[src/hdl/slcal_pkg.sv]
// Shared types, constants and helper functions for the slab chunk allocator.
package slcal_pkg;

   localparam int MAX_CHUNKS = 4096;
   localparam int IDX_W      = 12;
   localparam int CNT_W      = 13;
   localparam int SIZE_W     = 12;
   localparam int OFS_W      = 16;
   localparam int WORD_W     = 64;
   localparam int BIT_W      = 6;
   localparam int ADDR_W     = IDX_W - BIT_W;
   localparam int DEPTH      = MAX_CHUNKS / WORD_W;
   localparam int PROD_W     = IDX_W + SIZE_W;
   localparam int CSR_IDX_W  = 2;
   localparam int CSR_DATA_W = 13;

   localparam logic [CSR_IDX_W-1:0] CSR_CHUNK_SIZE  = 2'd0;
   localparam logic [CSR_IDX_W-1:0] CSR_CHUNK_COUNT = 2'd1;

   localparam logic [SIZE_W-1:0] RESET_CHUNK_SIZE  = 12'd16;
   localparam logic [CNT_W-1:0]  RESET_CHUNK_COUNT = 13'd4096;

   typedef enum logic {
      ACT_ALLOC,
      ACT_FREE
   } action_type;

   typedef enum logic [1:0] {
      STATUS_OK,
      STATUS_FULL,
      STATUS_RANGE,
      STATUS_DOUBLE
   } status_type;

   typedef enum logic [2:0] {
      ST_IDLE,
      ST_ALLOC_CHK,
      ST_FREE_CHK,
      ST_FREE_CUR,
      ST_CUR_CHK,
      ST_OFFSET,
      ST_RESP
   } state_type;

   typedef struct packed {
      action_type       action;
      logic [IDX_W-1:0] chunk_index;
   } req_type;

   typedef struct packed {
      status_type       status;
      logic [IDX_W-1:0] granted_index;
      logic [OFS_W-1:0] byte_offset;
      logic [CNT_W-1:0] free_chunks;
      logic             all_free;
   } rsp_type;

   typedef struct packed {
      logic              clear;
      logic              rd_en;
      logic [ADDR_W-1:0] rd_addr;
      logic              wr_en;
      logic [ADDR_W-1:0] wr_addr;
      logic [WORD_W-1:0] wr_data;
   } map_req_type;

   function automatic logic [CNT_W-1:0] eff_count(input logic [CNT_W-1:0] count);
      logic [CNT_W-1:0] result;
      if (count == '0) begin
         result = CNT_W'(1);
      end else if (count > CNT_W'(MAX_CHUNKS)) begin
         result = CNT_W'(MAX_CHUNKS);
      end else begin
         result = count;
      end
      return result;
   endfunction

   function automatic logic [BIT_W-1:0] find_first(input logic [WORD_W-1:0] vec);
      logic [BIT_W-1:0] pos;
      pos = '0;
      for (int i = WORD_W - 1; i >= 0; i--) begin
         if (vec[i]) begin
            pos = BIT_W'(i);
         end
      end
      return pos;
   endfunction

endpackage

[src/hdl/slcal_map_ram.sv]
// Used-map memory: one row of chunk marks per word, with per-row valid bits for fast clearing.
module slcal_map_ram
   import slcal_pkg::*;
(
   input  logic              clock,
   input  logic              reset,
   input  map_req_type       map_req,
   output logic [WORD_W-1:0] rd_data
);

   logic [WORD_W-1:0] map_mem [DEPTH];
   logic [WORD_W-1:0] rd_word_ff;
   logic              rd_valid_ff;
   logic [DEPTH-1:0]  valid_ff;
   logic [DEPTH-1:0]  valid_in;

   always_ff @(posedge clock) begin
      if (map_req.wr_en) begin
         map_mem[map_req.wr_addr] <= map_req.wr_data;
      end
      if (map_req.rd_en) begin
         rd_word_ff <= map_mem[map_req.rd_addr];
      end
   end

   always_comb begin
      valid_in = valid_ff;
      if (map_req.clear) begin
         valid_in = '0;
      end else if (map_req.wr_en) begin
         valid_in[map_req.wr_addr] = 1'b1;
      end
   end

   always_ff @(posedge clock) begin
      if (reset) begin
         valid_ff    <= '0;
         rd_valid_ff <= 1'b0;
      end else begin
         valid_ff <= valid_in;
         if (map_req.rd_en) begin
            rd_valid_ff <= valid_ff[map_req.rd_addr];
         end
      end
   end

   assign rd_data = rd_valid_ff ? rd_word_ff : '0;

endmodule

[config.mk]
export PLATFORM = sky130hd
export DESIGN_NAME = slcal_map_ram
export DESIGN_NICKNAME = d
export VERILOG_FILES = /design/src/hdl/slcal_pkg.sv /design/src/hdl/slcal_map_ram.sv
export SDC_FILE = /design/constraint.sdc
export NUM_CORES = 2
export LEC_CHECK = 0
export ABC_CLOCK_PERIOD_IN_PS = 6500
export BUFFER_PORTS_ARGS = -buffer_cell sky130_fd_sc_hd__clkbuf_2
export CAP_MARGIN = 20
export CORE_ASPECT_RATIO = 1.5
export CORE_MARGIN = 2
export CORE_UTILIZATION = 40
export DETAILED_ROUTE_END_ITERATION = 10
export PLACE_DENSITY = 0.61
export SYNTH_ARGS = -nofsm -noshare
export SYNTH_HDL_FRONTEND = slang
export SYNTH_SLANG_ARGS = --single-unit
[constraint.sdc]
create_clock -name clock -period 6.5 [get_ports clock]
set_input_delay 0.975 -clock clock [delete_from_list [all_inputs] [get_ports clock]]
set_output_delay 0.975 -clock clock [all_outputs]
set_load 0.01 [all_outputs]
==> reports/results.tsv <==
stage	metric	value	unit
clock_network	H-tree depth	5	
timing	final setup margin	2570	ps
timing	final hold violations	0	
placed_design	gp weighted congestion	0.774	
yosys	Yosys cell types	31	
power_and_ir_drop	Leakage	56.0	nW
routing	post-route ant nets	0	
yosys	ys flop type	edfxtp_1	
timing	Slew @ Worst Pin	1170	ps
hold_path	startpoint of the worst hold path	map_req[60]	
clock_network	Reg clk slew, reported paths	70	ps
timing	Peak Freq	255	MHz
hold_path	worst min-delay path class	in -> reg	
global_route	grt ovf	0	
timing	Slew Limit Fails	0	
hold_path	WHS Endpoint	map_mem[18][60]$_DFFE_PP_	
clock_network	CTS Buf Count	366	
run_status	status	complete, no violations	
yosys	Syn Nets	6250	
floorplanning	Initial Util	0.401	
floorplanning	core box area	0.398	sq mm
timing	Setup Skew	51.8	ps
routing	final wirelength	448000	um
global_route	global-route wire length before repair	614000	um
power_and_ir_drop	VDD IR max	0.236	mV
cells_and_area	final core occ	0.459	
cells_and_area	# fillers	32300	
timing	RSZ-0062 raised after global routing	no	
clock_network	CTS tree	built	
global_route	gr usage total	0.219	
critical_path	Setup CP Type	reg -> out	
floorplanning	Die Wd	520	um
power_and_ir_drop	Power Density	301	mW/mm^2
routing	WL per Instance	36.4	um
routing	1st-pass router iterations	5	
clock_network	CTS root buf	clkbuf_16	
critical_path	crit path capture type	output port	
placed_design	HPWL after detailed placement	231000	um
floorplanning	Die H	778	um
yosys	Synth area leaders	edfxtp_1, mux4_2, dfxtp_1	
clock_network	Max clock buf depth	4	
yosys	post-synth top area cell	edfxtp_1	
critical_path	FF-to-FF setup slack	4260	ps
global_route	initial antenna violation count	52	
critical_path	Worst Path Required	5520	ps
timing	time the worst path needs with I/O delays and setup	3930	ps
clock_network	CTS Hold Bufs	0	
hold_path	Hold Crit Depth	1	
timing	setup TNS	0	ps
clock_network	Post-CTS Repair Setup Buffers	0	
cells_and_area	Area growth, synth to finish	14.4	%
yosys	cell with the most instances after synthesis	edfxtp_1	
clock_network	worst skew pair latency	940	ps
yosys	YS warnings	0	
critical_path	crit path launch type	flop	
power_and_ir_drop	Total Power	55.0	mW
yosys	Cells after Synth	6169	
critical_path	r2r endpoint	rd_word_ff[19]$_DFFE_PP_	
yosys	Post-synth EDFFs	4160	
floorplanning	die area	0.404	sq mm
timing	Setup violations, final	0	
yosys	Synth top cells by count	edfxtp_1, mux4_2, clkbuf_1	
yosys	ys async rst share	0	
cells_and_area	layout cell share with drive strength beyond 1	0.347	
floorplanning	IO Pins	145	
yosys	Avg Cell Area, Syn	25.9	sq um
critical_path	Reg2Reg Depth	3	
global_route	pin count of the biggest net entering global routing	96	
clock_network	post_cts resized	0	
routing	drc violations	0	
global_route	vias in the first global route	74900	
critical_path	reg2reg start	map_mem[6][19]$_DFFE_PP_	
critical_path	crit path max fanout	34	
cells_and_area	NumNets Final	6777	
routing	Vias	73300	
timing	Slew headroom	0.220	
yosys	top-area cell type share of the netlist area	0.782	
routing	via/cell ratio	5.96	
clock_network	CTS sink cnt	4225	
yosys	#FFs+latches synth	4225	
floorplanning	Rows	284	
yosys	Mapped Area	0.160	sq mm
placed_design	Place WS	2130	ps
yosys	sequential share of the synthesized area	0.791	
placed_design	port bufs	144	
timing	fin crit share	0.604	
job	maxcap violations	0	
critical_path	data arrival time of the worst path	2950	ps
routing	initial DRC count	9060	
critical_path	CP startpoint	rd_valid_ff$_SDFFE_PP0P_	
-- metal layers --
metal	routed length [um]	up-vias	global-route usage
met1	163000	41100	0.276
li1	-	28100	-
met5	329	-	0.00341
met3	34300	732	0.0360
met2	235000	3433	0.386
met4	15600	24	0.0739
-- registers in the layout (all words and copies together) (netlist names) --
signal       count
map_mem       4096
rd_word_ff      64
valid_ff        64
rd_valid_ff      1
-- report_power, final --
group | internal, mW | leakage, nW | switching, mW
sequential | 30.1 | 38.0 | 0.112
clock | 12.5 | 5.84 | 9.78
combinational | 1.15 | 12.2 | 1.40
total | 43.8 | 56.0 | 11.3
-- cells in the final DEF (no fill, tap or decap), types with 5 or more instances in the layout --
cell type and n:
clkbuf_1 66, bufinv_16 45, nand2_1 9, inv_6 9, buf_4 203, and2_1 64
clkbuf_8 11, nor2b_1 12, dfxtp_1 64, mux4_2 1356, o21a_1 64, buf_12 130
diode_2 23, clkbuf_16 372, nand3_1 9, nor2_4 61, clkinv_1 70, clkinv_2 49
clkinvlp_4 11, buf_16 8, clkbuf_2 138, clkinv_4 8, nand2b_1 5, edfxtp_1 4160
-- cell type report --
cell class / instances / area (sq um) / share of cell area
clock inverter: 200 / 2270 / 0.0124
tap: 5291 / 6620 / 0.0363
sequential: 4225 / 126000 / 0.691
multi-input combinational: 1617 / 32600 / 0.178
antenna: 23 / 57.6 / 0.000315
clock buffer: 453 / 9740 / 0.0533
inverter: 2 / 7.51 / 0.0000411
timing repair buffer: 484 / 5110 / 0.0280
-- stage by stage --
step / hold WS [ps] / area (sq um) / cells
floorplan: 433 / 160000 / 6169
global placement: 441 / 169000 / 11500
detailed placement: 448 / 169000 / 11600
CTS: 384 / 181000 / 12200
global route: 256 / 183000 / 12300
finish: 280 / 183000 / 12300
-- kinds of logic (layout without fill, tap and decap cells) --
kind of cell | count (synthesis) | in the layout | synth area share
AO/OA/AOI/OAI | 78 | 78 | 0.00363
other | 0 | 23 | 0
flip-flops | 4225 | 4225 | 0.791
AND/OR/NAND/NOR | 177 | 177 | 0.00568
multiplexers | 1362 | 1362 | 0.192
buffers and inverters | 327 | 1139 | 0.00841
-- worst max-delay path: stages, from the launching register on --
cell and delay [ps]:
dfxtp_4 830, buf_4 620, and2_1 260, clkbuf_2 150
-- how the worst max path moves through the flow --
stage	cells after the start	slack, ps	to
floorplan	3	80	map_mem[40][0]$_DFFE_PP_
global placement	6	2170	rd_word_ff[60]$_DFFE_PP_
detailed placement	6	2130	rd_word_ff[60]$_DFFE_PP_
CTS	3	2190	rd_data[4]
global route	3	2390	rd_data[51]
finish	3	2570	rd_data[4]
No activity file was read; power rests on OpenSTA's default activity.
