===== src/hdl/slcal_pkg.sv =====
// Shared types, constants and helper functions for the slab chunk allocator.
package slcal_pkg;

   localparam int MAX_CHUNKS = 4096;
   localparam int IDX_W      = 12;
   localparam int CNT_W      = 13;
   localparam int SIZE_W     = 12;
   localparam int OFS_W      = 16;
   localparam int WORD_W     = 64;
   localparam int BIT_W      = 6;
   localparam int ADDR_W     = IDX_W - BIT_W;
   localparam int DEPTH      = MAX_CHUNKS / WORD_W;
   localparam int PROD_W     = IDX_W + SIZE_W;
   localparam int CSR_IDX_W  = 2;
   localparam int CSR_DATA_W = 13;

   localparam logic [CSR_IDX_W-1:0] CSR_CHUNK_SIZE  = 2'd0;
   localparam logic [CSR_IDX_W-1:0] CSR_CHUNK_COUNT = 2'd1;

   localparam logic [SIZE_W-1:0] RESET_CHUNK_SIZE  = 12'd16;
   localparam logic [CNT_W-1:0]  RESET_CHUNK_COUNT = 13'd4096;

   typedef enum logic {
      ACT_ALLOC,
      ACT_FREE
   } action_type;

   typedef enum logic [1:0] {
      STATUS_OK,
      STATUS_FULL,
      STATUS_RANGE,
      STATUS_DOUBLE
   } status_type;

   typedef enum logic [2:0] {
      ST_IDLE,
      ST_ALLOC_CHK,
      ST_FREE_CHK,
      ST_FREE_CUR,
      ST_CUR_CHK,
      ST_OFFSET,
      ST_RESP
   } state_type;

   typedef struct packed {
      action_type       action;
      logic [IDX_W-1:0] chunk_index;
   } req_type;

   typedef struct packed {
      status_type       status;
      logic [IDX_W-1:0] granted_index;
      logic [OFS_W-1:0] byte_offset;
      logic [CNT_W-1:0] free_chunks;
      logic             all_free;
   } rsp_type;

   typedef struct packed {
      logic              clear;
      logic              rd_en;
      logic [ADDR_W-1:0] rd_addr;
      logic              wr_en;
      logic [ADDR_W-1:0] wr_addr;
      logic [WORD_W-1:0] wr_data;
   } map_req_type;

   function automatic logic [CNT_W-1:0] eff_count(input logic [CNT_W-1:0] count);
      logic [CNT_W-1:0] result;
      if (count == '0) begin
         result = CNT_W'(1);
      end else if (count > CNT_W'(MAX_CHUNKS)) begin
         result = CNT_W'(MAX_CHUNKS);
      end else begin
         result = count;
      end
      return result;
   endfunction

   function automatic logic [BIT_W-1:0] find_first(input logic [WORD_W-1:0] vec);
      logic [BIT_W-1:0] pos;
      pos = '0;
      for (int i = WORD_W - 1; i >= 0; i--) begin
         if (vec[i]) begin
            pos = BIT_W'(i);
         end
      end
      return pos;
   endfunction

endpackage


===== src/hdl/slcal_offset.sv =====
// Byte offset unit: registered index times chunk size, saturated to the 16-bit offset range.
module slcal_offset
   import slcal_pkg::*;
(
   input  logic              clock,
   input  logic [IDX_W-1:0]  index,
   input  logic [SIZE_W-1:0] size,
   output logic [OFS_W-1:0]  offset
);

   logic [PROD_W-1:0] prod_ff;

   always_ff @(posedge clock) begin
      prod_ff <= PROD_W'(index) * PROD_W'(size);
   end

   assign offset = (|prod_ff[PROD_W-1:OFS_W]) ? '1 : prod_ff[OFS_W-1:0];

endmodule


===== config.mk =====
export PLATFORM = sky130hd
export DESIGN_NAME = slcal_offset
export DESIGN_NICKNAME = d
export VERILOG_FILES = /design/src/hdl/slcal_pkg.sv /design/src/hdl/slcal_offset.sv
export SDC_FILE = /design/constraint.sdc
export NUM_CORES = 1
export LEC_CHECK = 0
export ABC_AREA = 0
export BUFFER_PORTS_ARGS = -buffer_cell sky130_fd_sc_hd__buf_2
export CORE_MARGIN = 8
export CORE_UTILIZATION = 40
export CTS_BUF_LIST = sky130_fd_sc_hd__clkbuf_8
export CTS_CLUSTER_SIZE = 14
export DETAILED_ROUTE_END_ITERATION = 7
export PLACE_DENSITY = 0.66
export SYNTH_ARGS = -nofsm -noshare
export SYNTH_HDL_FRONTEND = slang
export SYNTH_SLANG_ARGS = --single-unit

===== constraint.sdc =====
create_clock -name clock -period 6.66 [get_ports clock]
set_clock_uncertainty 0.2 [all_clocks]
set_input_delay 0.999 -clock clock [delete_from_list [all_inputs] [get_ports clock]]
set_output_delay 0.999 -clock clock [all_outputs]
set_load 0.03 [all_outputs]

==> results.json, run 1 <==
{
  "worstSetupPathType": "in -> reg",
  "routabilityCongestion": 0.860,
  "viasPerCell": 4.95,
  "power_density_nw_per_um2": 404,
  "n_fill_cell": 1342,
  "cap_violations": 0,
  "crit_end": "prod_ff[23]$_DFF_P_",
  "slew_headroom_pct": 75.8,
  "n_antenna_cell": 0,
  "rsz0062_at_grt": "false",
  "tritoncts_num_sinks": 24,
  "final_area_um2": 5730,
  "dp_slack_ns": 0.738,
  "status": "finished, final reports clean",
  "ant_nets": 0,
  "finalCoreUtilization_pct": 43.4,
  "hpwl_mm": 9.86,
  "cts-htree-levels": 1,
  "finalPower_mw": 2.31,
  "hold_class": "in -> reg",
  "routedWlPerCell_um": 13.6,
  "yosysSeqAreaShare_pct": 8.93,
  "ys_async_sr_fraction_pct": 0,
  "cts_root_buf": "clkbuf_8",
  "largest-register": "prod_ff",
  "synth.distinct_cells": 40,
  "cts_resized": 0,
  "fin_nets": 826,
  "cts_hold_buf": 0,
  "clock.fmax_mhz": 177,
  "largest_reg_flops": 24,
  "synth_edf_count": 0,
  "dieArea_um2": 17400,
  "syn_area_um2": 5380,
  "final_common_cell": "inv_1",
  "grt_pass1_wl_mm": 19.4,
  "min_from": "size[0]",
  "syn_inst": 623,
  "critPathRequiredTime_ns": 6.60,
  "first_pass_iters": 4,
  "slowest_delay_ns": 0.54,
  "placedInstanceArea_um2": 5690,
  "cp-startpoint": "size[3]",
  "endpoint_kind": "register",
  "vdd_drop_max_uv": 345,
  "final_cell_mix": "inv_1 (141), nand2_1 (102), fa_1 (100), ha_1 (62), and2_1 (53)",
  "fp.dieW_um": 132,
  "grt_usage_pct": 13.1,
  "clk_pin_slew_ns": 0.07,
  "num_io_pins": 41,
  "placed_cells": 810,
  "cellLeakagePower_nw": 3.02,
  "cp_top_family": "adder cells",
  "tns_ns": 0,
  "worstSetupStartpointType": "input port",
  "grt_antenna_before_repair": 1,
  "fin_crit_sh_pct": 84.7,
  "fin_cells": 813,
  "tightest_slew_ns": 0.362,
  "placementRows": 42,
  "avgSynthCellArea_um2": 8.63,
  "cts_buffer_depth": 2,
  "synth_nets": 810,
  "synth-seq-cells": 24,
  "routed_wl_mm": 11.0,
  "syn2layout_area_growth_pct": 6.56,
  "fin_ws_ns": 1.02,
  "drc": 0,
  "fin_hold_ws_ns": 0.956,
  "cp.arrival_ns": 5.59,
  "drv_slew": 0,
  "grt_max_degree": 17,
  "die_h_um": 132,
  "start_util_pct": 40.8,
  "ys_warn_count": 0,
  "cp.buffers_inverters": 6,
  "vias": 4024,
  "numCtsBuffers": 3,
  "min_period_ns": 5.64,
  "path_cells": "buf_2 > nand2_1 > fa_1 > inv_1 > fa_1 > inv_1 > fa_1 > inv_1 > fa_1 > inv_1 > fa_1 > inv_1 > ha_1 > a21o_1 > o21a_4 > a311oi_4 > a31oi_1 > xnor2_1",
  "finalSetupViolations": 0,
  "postCtsSetupBuffers": 0,
  "drive_gt1_share_pct": 10.5,
  "cp_max_fo": 12,
  "finalHoldViolCount": 0,
  "cts_tree": "built",
  "cp_num_cells": 18,
  "drt_iter0_markers": 232,
  "ys.flop_type": "dfxtp_1",
  "reg.largest.list": "prod_ff: 24 flops",
  "grt_pass1_vias": 4364,
  "port_buffers": 40,
  "cp_slowest_cell": "fa_1",
  "core_area_um2": 13200,
  "overflow": 0
}
## cell type report
cell class                 count  area [um^2]  share of cell area [%]
multi-input combinational    429         4260                    74.3
inverter                     141          529                    9.24
sequential                    24          480                    8.38
tap                          176          220                    3.84
timing repair buffer          40          200                    3.49
clock buffer                   3         41.3                   0.721
## how the worst min path moves through the flow
stage / to / slack [ns] / cells after the start
2_1_floorplan: prod_ff[0]$_DFF_P_ / 0.92 / 1
3_3_place_gp: prod_ff[0]$_DFF_P_ / 1.23 / 2
3_5_place_dp: prod_ff[0]$_DFF_P_ / 1.23 / 2
4_1_cts: prod_ff[0]$_DFF_P_ / 0.95 / 2
5_1_grt: prod_ff[0]$_DFF_P_ / 0.96 / 2
6_report: prod_ff[0]$_DFF_P_ / 0.96 / 2
## power breakdown
group / switching [mW] / internal (mW)
Combinational: 1.14 / 0.837
Clock: 0.0393 / 0.0403
Sequential: 0.0132 / 0.238
Total: 1.20 / 1.12
## synth_stat cells, types with 2 or more instances
master	instances	area [um^2]
or2_2	16	100
nand3_1	3	15.0
o21a_1	3	22.5
nand4_1	4	25.0
clkbuf_1	29	109
o211ai_1	2	15.0
nand2b_1	3	18.8
a21o_1	5	37.5
and2_1	53	332
xor2_1	4	35.0
o21ai_2	2	17.5
dfxtp_1	24	480
nor2_1	11	41.3
nor3_1	3	15.0
ha_1	62	776
xnor2_1	14	123
o21ai_0	4	20.0
nor4_1	2	12.5
inv_1	141	529
nand2_1	102	383
fa_1	100	2000
a31oi_1	4	25.0
a21oi_1	14	70.1
o22ai_1	2	12.5
## kinds of logic (layout without fill, tap and decap cells)
kind of cell / Yosys count / count (layout) / share of synthesized area (%)
adders and majority gates: 162 / 162 / 51.7
xor gates and xnor gates: 18 / 18 / 2.93
buffers and inverters: 170 / 184 / 11.9
and+or+nand+nor: 200 / 200 / 17.9
DFF: 24 / 24 / 8.93
AOI/OAI and AO/OA: 49 / 49 / 6.70
## metal layers
metal	routed length (um)	share of wire, %	track usage (%)
met1	4270	39	14.8
met2	6050	55	24.8
met3	550	5.0	2.32
met4	139	1.3	2.62
met5	10	0.091	0
(Power assumes the default switching activity.)
==> inputs of run 2 (changes only) <==
==> constraint.sdc (replaced) <==
create_clock -name clock -period 5.6 [get_ports clock]
set_clock_uncertainty 0.2 [all_clocks]
set_input_delay 0.84 -clock clock [delete_from_list [all_inputs] [get_ports clock]]
set_output_delay 0.84 -clock clock [all_outputs]
set_load 0.03 [all_outputs]
==> results.json, run 2 (same netlist as run 1, synthesis figures left out) <==
{
  "cts_root_buf": "clkbuf_8",
  "crit_end": "prod_ff[19]$_DFF_P_",
  "start_util_pct": 40.8,
  "grt_pass1_vias": 4581,
  "cap_violations": 0,
  "drive_gt1_share_pct": 14.3,
  "cts_hold_buf": 0,
  "cts_resized": 0,
  "dieArea_um2": 17400,
  "power.internal_mw": 1.48,
  "overflow": 0,
  "finalCoreUtilization_pct": 45.0,
  "min_period_ns": 5.39,
  "drv_slew": 0,
  "grt_pass1_wl_mm": 20.7,
  "num_io_pins": 41,
  "slew_headroom_pct": 75.7,
  "fin_cells": 841,
  "finalSetupViolations": 0,
  "min_from": "size[0]",
  "pwr-share-seq_pct": 10.2,
  "vias": 4086,
  "grt_usage_pct": 13.9,
  "placed_cells": 838,
  "grt_max_degree": 17,
  "tritoncts_num_sinks": 24,
  "endpoint_kind": "register",
  "ant_nets": 0,
  "cp-startpoint": "size[3]",
  "largest-register": "prod_ff",
  "finalHoldViolCount": 0,
  "fin_nets": 854,
  "drt_iter0_markers": 175,
  "routed_wl_mm": 11.5,
  "fin_crit_sh_pct": 96.3,
  "critPathRequiredTime_ns": 5.55,
  "power_frac_clock_pct": 3.3,
  "core_area_um2": 13200,
  "first_pass_iters": 4,
  "rsz0062_at_grt": "false",
  "cp.arrival_ns": 5.34,
  "reg.largest.list": "prod_ff: 24 flops",
  "p_sw_mw": 1.47,
  "cellLeakagePower_nw": 3.15,
  "drc": 0,
  "largest_reg_flops": 24,
  "fp.dieW_um": 132,
  "worstSetupStartpointType": "input port",
  "placementRows": 42,
  "power_density_nw_per_um2": 498,
  "final_common_cell": "inv_1",
  "fin_hold_ws_ns": 0.794,
  "finalPower_mw": 2.96,
  "syn2layout_area_growth_pct": 10.5,
  "hold_class": "in -> reg",
  "cp_max_fo": 9,
  "viasPerCell": 4.86,
  "numCtsBuffers": 3,
  "worstSetupPathType": "in -> reg",
  "status": "finished, final reports clean",
  "die_h_um": 132,
  "cts_tree": "built",
  "cts_buffer_depth": 2,
  "routabilityCongestion": 0.868,
  "vdd_drop_max_uv": 321,
  "routedWlPerCell_um": 13.7,
  "hpwl_mm": 10.5,
  "pwr-share-comb_pct": 86.5,
  "clk_pin_slew_ns": 0.08,
  "n_antenna_cell": 0,
  "switching_share_pct": 49.8,
  "postCtsSetupBuffers": 0,
  "port_buffers": 40,
  "cts-htree-levels": 1,
  "clock.fmax_mhz": 185,
  "tightest_slew_ns": 0.364,
  "final_cell_mix": "inv_1 (141), nand2_1 (102), fa_1 (100), ha_1 (62), and2_1 (53)",
  "grt_antenna_before_repair": 1
}
## run 2: area by class of cell
cell class,count,area (um^2)
repair buffers,68,410
clock buffers,3,41.3
multi-input cells,429,4260
inverters,141,529
flip-flops and latches,24,480
fillers,1296,7250
well taps,176,220
## run 2: metrics by stage
step,setup slack [ns],instance area (um^2),TNS [ns]
floorplan,0.0279,5380,0
global placement,0.0234,5900,0
detailed placement,-0.0771,5900,-0.165
CTS,0.199,5940,0
global route,0.00699,5940,0
finish,0.208,5940,0
## run 2: power by group through the flow
stage | logic [mW] | registers [mW] | clock network (mW)
2_1_floorplan | 1.90 | 0.298 | 0
3_3_place_gp | 2.53 | 0.305 | 0
3_5_place_dp | 2.59 | 0.307 | 0
4_1_cts | 2.61 | 0.303 | 0.101
5_1_grt | 2.94 | 0.308 | 0.108
6_report | 2.56 | 0.301 | 0.0969
## run 2: worst min path at each step
stage	endpoint	slack, ns	cells after the start
2_1_floorplan	prod_ff[0]$_DFF_P_	0.76	1
5_1_grt	prod_ff[0]$_DFF_P_	0.80	2
3_3_place_gp	prod_ff[0]$_DFF_P_	1.07	2
3_5_place_dp	prod_ff[0]$_DFF_P_	1.07	2
6_report	prod_ff[0]$_DFF_P_	0.79	2
4_1_cts	prod_ff[0]$_DFF_P_	0.80	2
## run 2: worst max-delay path, cell delays in order
cell,delay (ns)
buf_2,0.19
nand2_1,0.11
fa_1,0.56
inv_1,0.06
fa_1,0.49
inv_1,0.05
fa_1,0.53
inv_1,0.05
fa_1,0.47
inv_1,0.05
fa_1,0.48
inv_1,0.05
ha_1,0.32
a21o_1,0.20
o21a_4,0.23
a311oi_4,0.35
o21ai_0,0.16
xor2_1,0.16
## run 2: routing by layer
metal / wire [um] / up-vias / global-route usage, %
met5: 13 / - / 0
met4: 123 / 2 / 2.11
met3: 404 / 12 / 1.71
met2: 6300 / 71 / 26.3
met1: 4680 / 2059 / 16.4
li1: - / 1942 / -
==> inputs of run 3 (changes only) <==
==> constraint.sdc (replaced) <==
create_clock -name clock -period 5.25 [get_ports clock]
set_clock_uncertainty 0.2 [all_clocks]
set_input_delay 0.7875 -clock clock [delete_from_list [all_inputs] [get_ports clock]]
set_output_delay 0.7875 -clock clock [all_outputs]
set_load 0.03 [all_outputs]
==> results.json, run 3 (same netlist as run 1, synthesis figures left out) <==
{
  "finalHoldViolCount": 0,
  "routed_wl_mm": 11.5,
  "hpwl_mm": 10.2,
  "status": "finished, final reports clean",
  "first_pass_iters": 4,
  "dieArea_um2": 17400,
  "final_common_cell": "inv_1",
  "hold_path_depth": 2,
  "tritoncts_num_sinks": 24,
  "drt_iter0_markers": 161,
  "ant_nets": 0,
  "multi_input_area_um2": 4390,
  "critPathRequiredTime_ns": 5.24,
  "syn2layout_area_growth_pct": 18.3,
  "drc": 0,
  "finalSetupViolations": 0,
  "whs_endpoint": "prod_ff[0]$_DFF_P_",
  "reg.largest.list": "prod_ff: 24 flops",
  "cap_violations": 0,
  "numCtsBuffers": 3,
  "tightest_slew_ns": 0.379,
  "clk_pin_slew_ns": 0.08,
  "largest_reg_flops": 24,
  "die_h_um": 132,
  "cellLeakagePower_nw": 3.34,
  "slew_headroom_pct": 74.7,
  "hold_class": "in -> reg",
  "placementRows": 42,
  "placed_cells": 873,
  "path_common_cell": "fa_1",
  "grt_usage_pct": 14.1,
  "viasPerCell": 4.82,
  "routedWlPerCell_um": 13.1,
  "grt_antenna_before_repair": 1,
  "final_cell_mix": "inv_1 (140), nand2_1 (100), fa_1 (100), buf_4 (66), ha_1 (57)",
  "num_io_pins": 41,
  "overflow": 0,
  "drive_gt1_share_pct": 21.4,
  "n_fill_cell": 1252,
  "fin_crit_sh_pct": 97.5,
  "grt_pass1_vias": 4830,
  "min_from": "size[0]",
  "path_cells": "clkbuf_4 > and2_1 > fa_1 > inv_1 > fa_1 > inv_1 > fa_1 > fa_1 > inv_1 > fa_1 > inv_1 > ha_4 > a21o_1 > o311a_4 > a211oi_1 > xnor2_1",
  "cts_root_buf": "clkbuf_8",
  "fp.dieW_um": 132,
  "largest-register": "prod_ff",
  "cts_buffer_depth": 2,
  "min_period_ns": 5.12,
  "clock.fmax_mhz": 195,
  "grt_max_degree": 17,
  "routabilityCongestion": 0.881,
  "cp.arrival_ns": 5.11,
  "drv_slew": 0,
  "worstSetupStartpointType": "input port",
  "fin_cells": 877,
  "fin_hold_ws_ns": 0.736,
  "slowest_delay_ns": 0.53,
  "cts-htree-levels": 1,
  "cp_max_fo": 8,
  "seq_area_um2": 480,
  "cp_slowest_cell": "fa_1",
  "start_util_pct": 40.8,
  "core_area_um2": 13200,
  "endpoint_kind": "register",
  "power_density_nw_per_um2": 596,
  "fin_nets": 889,
  "vdd_drop_max_uv": 434,
  "vias": 4226,
  "n_antenna_cell": 0,
  "worstSetupPathType": "in -> reg",
  "postCtsSetupBuffers": 0,
  "cts_tree": "built",
  "port_buffers": 40,
  "grt_pass1_wl_mm": 21.2
}
==> run 3: cell count changes in the layout (fill, tap and decap cells not counted), moves of 3 or more <==
cell / delta
and2_1: -3
and2_4: +3
buf_2: -5
buf_4: +38
ha_1: -5
ha_4: +5
o21ai_0: -3
o21ai_1: +3
==> run 3: layer usage <==
metal | track usage (%) | wire length [um] | vias up
met5 | 0 | 13 | -
li1 | - | - | 2015
met2 | 27.4 | 6120 | 60
met1 | 15.7 | 4850 | 2129
met4 | 2.36 | 159 | 2
met3 | 2.32 | 331 | 20
==> run 3: how the worst max path moves through the flow <==
stage	end	slack [ns]	depth (start not counted)	start
2_1_floorplan	prod_ff[23]$_DFF_P_	0.008	17	index[5]
3_3_place_gp	prod_ff[23]$_DFF_P_	-0.18	17	size[3]
3_5_place_dp	prod_ff[23]$_DFF_P_	-0.24	17	size[3]
4_1_cts	prod_ff[23]$_DFF_P_	0.03	17	size[3]
5_1_grt	prod_ff[23]$_DFF_P_	-0.01	18	index[6]
6_report	prod_ff[22]$_DFF_P_	0.13	16	index[5]
==> run 3: cell type report <==
cell class	count	share of cell area, %
repair buffers	103	10.8
clock buffers	4	0.865
inverters	141	8.32
well taps	176	3.46
flip-flops and latches	24	7.55
multi-input cells	429	69.0
==> run 3: through the flow <==
step / util [%] / total power, mW / setup slack, ns / TNS (ns) / instance area [um^2]
floorplan: - / 2.46 / 0.00837 / 0 / 5480
finish: 48.2 / 3.79 / 0.131 / 0 / 6360
CTS: 47.4 / 3.60 / 0.0309 / 0 / 6250
global route: 48.2 / 4.28 / -0.0129 / -0.0190 / 6360
detailed placement: 47.0 / 3.45 / -0.243 / -1.46 / 6200
global placement: 47.0 / 3.38 / -0.182 / -0.935 / 6200
==> run 3: timing repair <==
item                                    CTS  global route
endpoints found under the setup margin    0             9
gates resized for setup                   0            26
hold buffers                              0             0
==> run 3: critical path: cells and delay by family <==
kind                       cells  cell delay (ns)
xor gates and xnor gates       1             0.16
adders and majority gates      6             2.72
AOI/OAI and AO/OA              3             0.91
buffers and inverters          5             0.37
and+or+nand+nor                1             0.16
==> run 3: power breakdown <==
| part | switching, mW | leakage [nW] | internal (mW) |
|---|---|---|---|
| logic | 1.71 | 3.11 | 1.64 |
| clock network | 0.0525 | 0.0288 | 0.0668 |
| registers | 0.0166 | 0.202 | 0.302 |
| total | 1.78 | 3.34 | 2.01 |
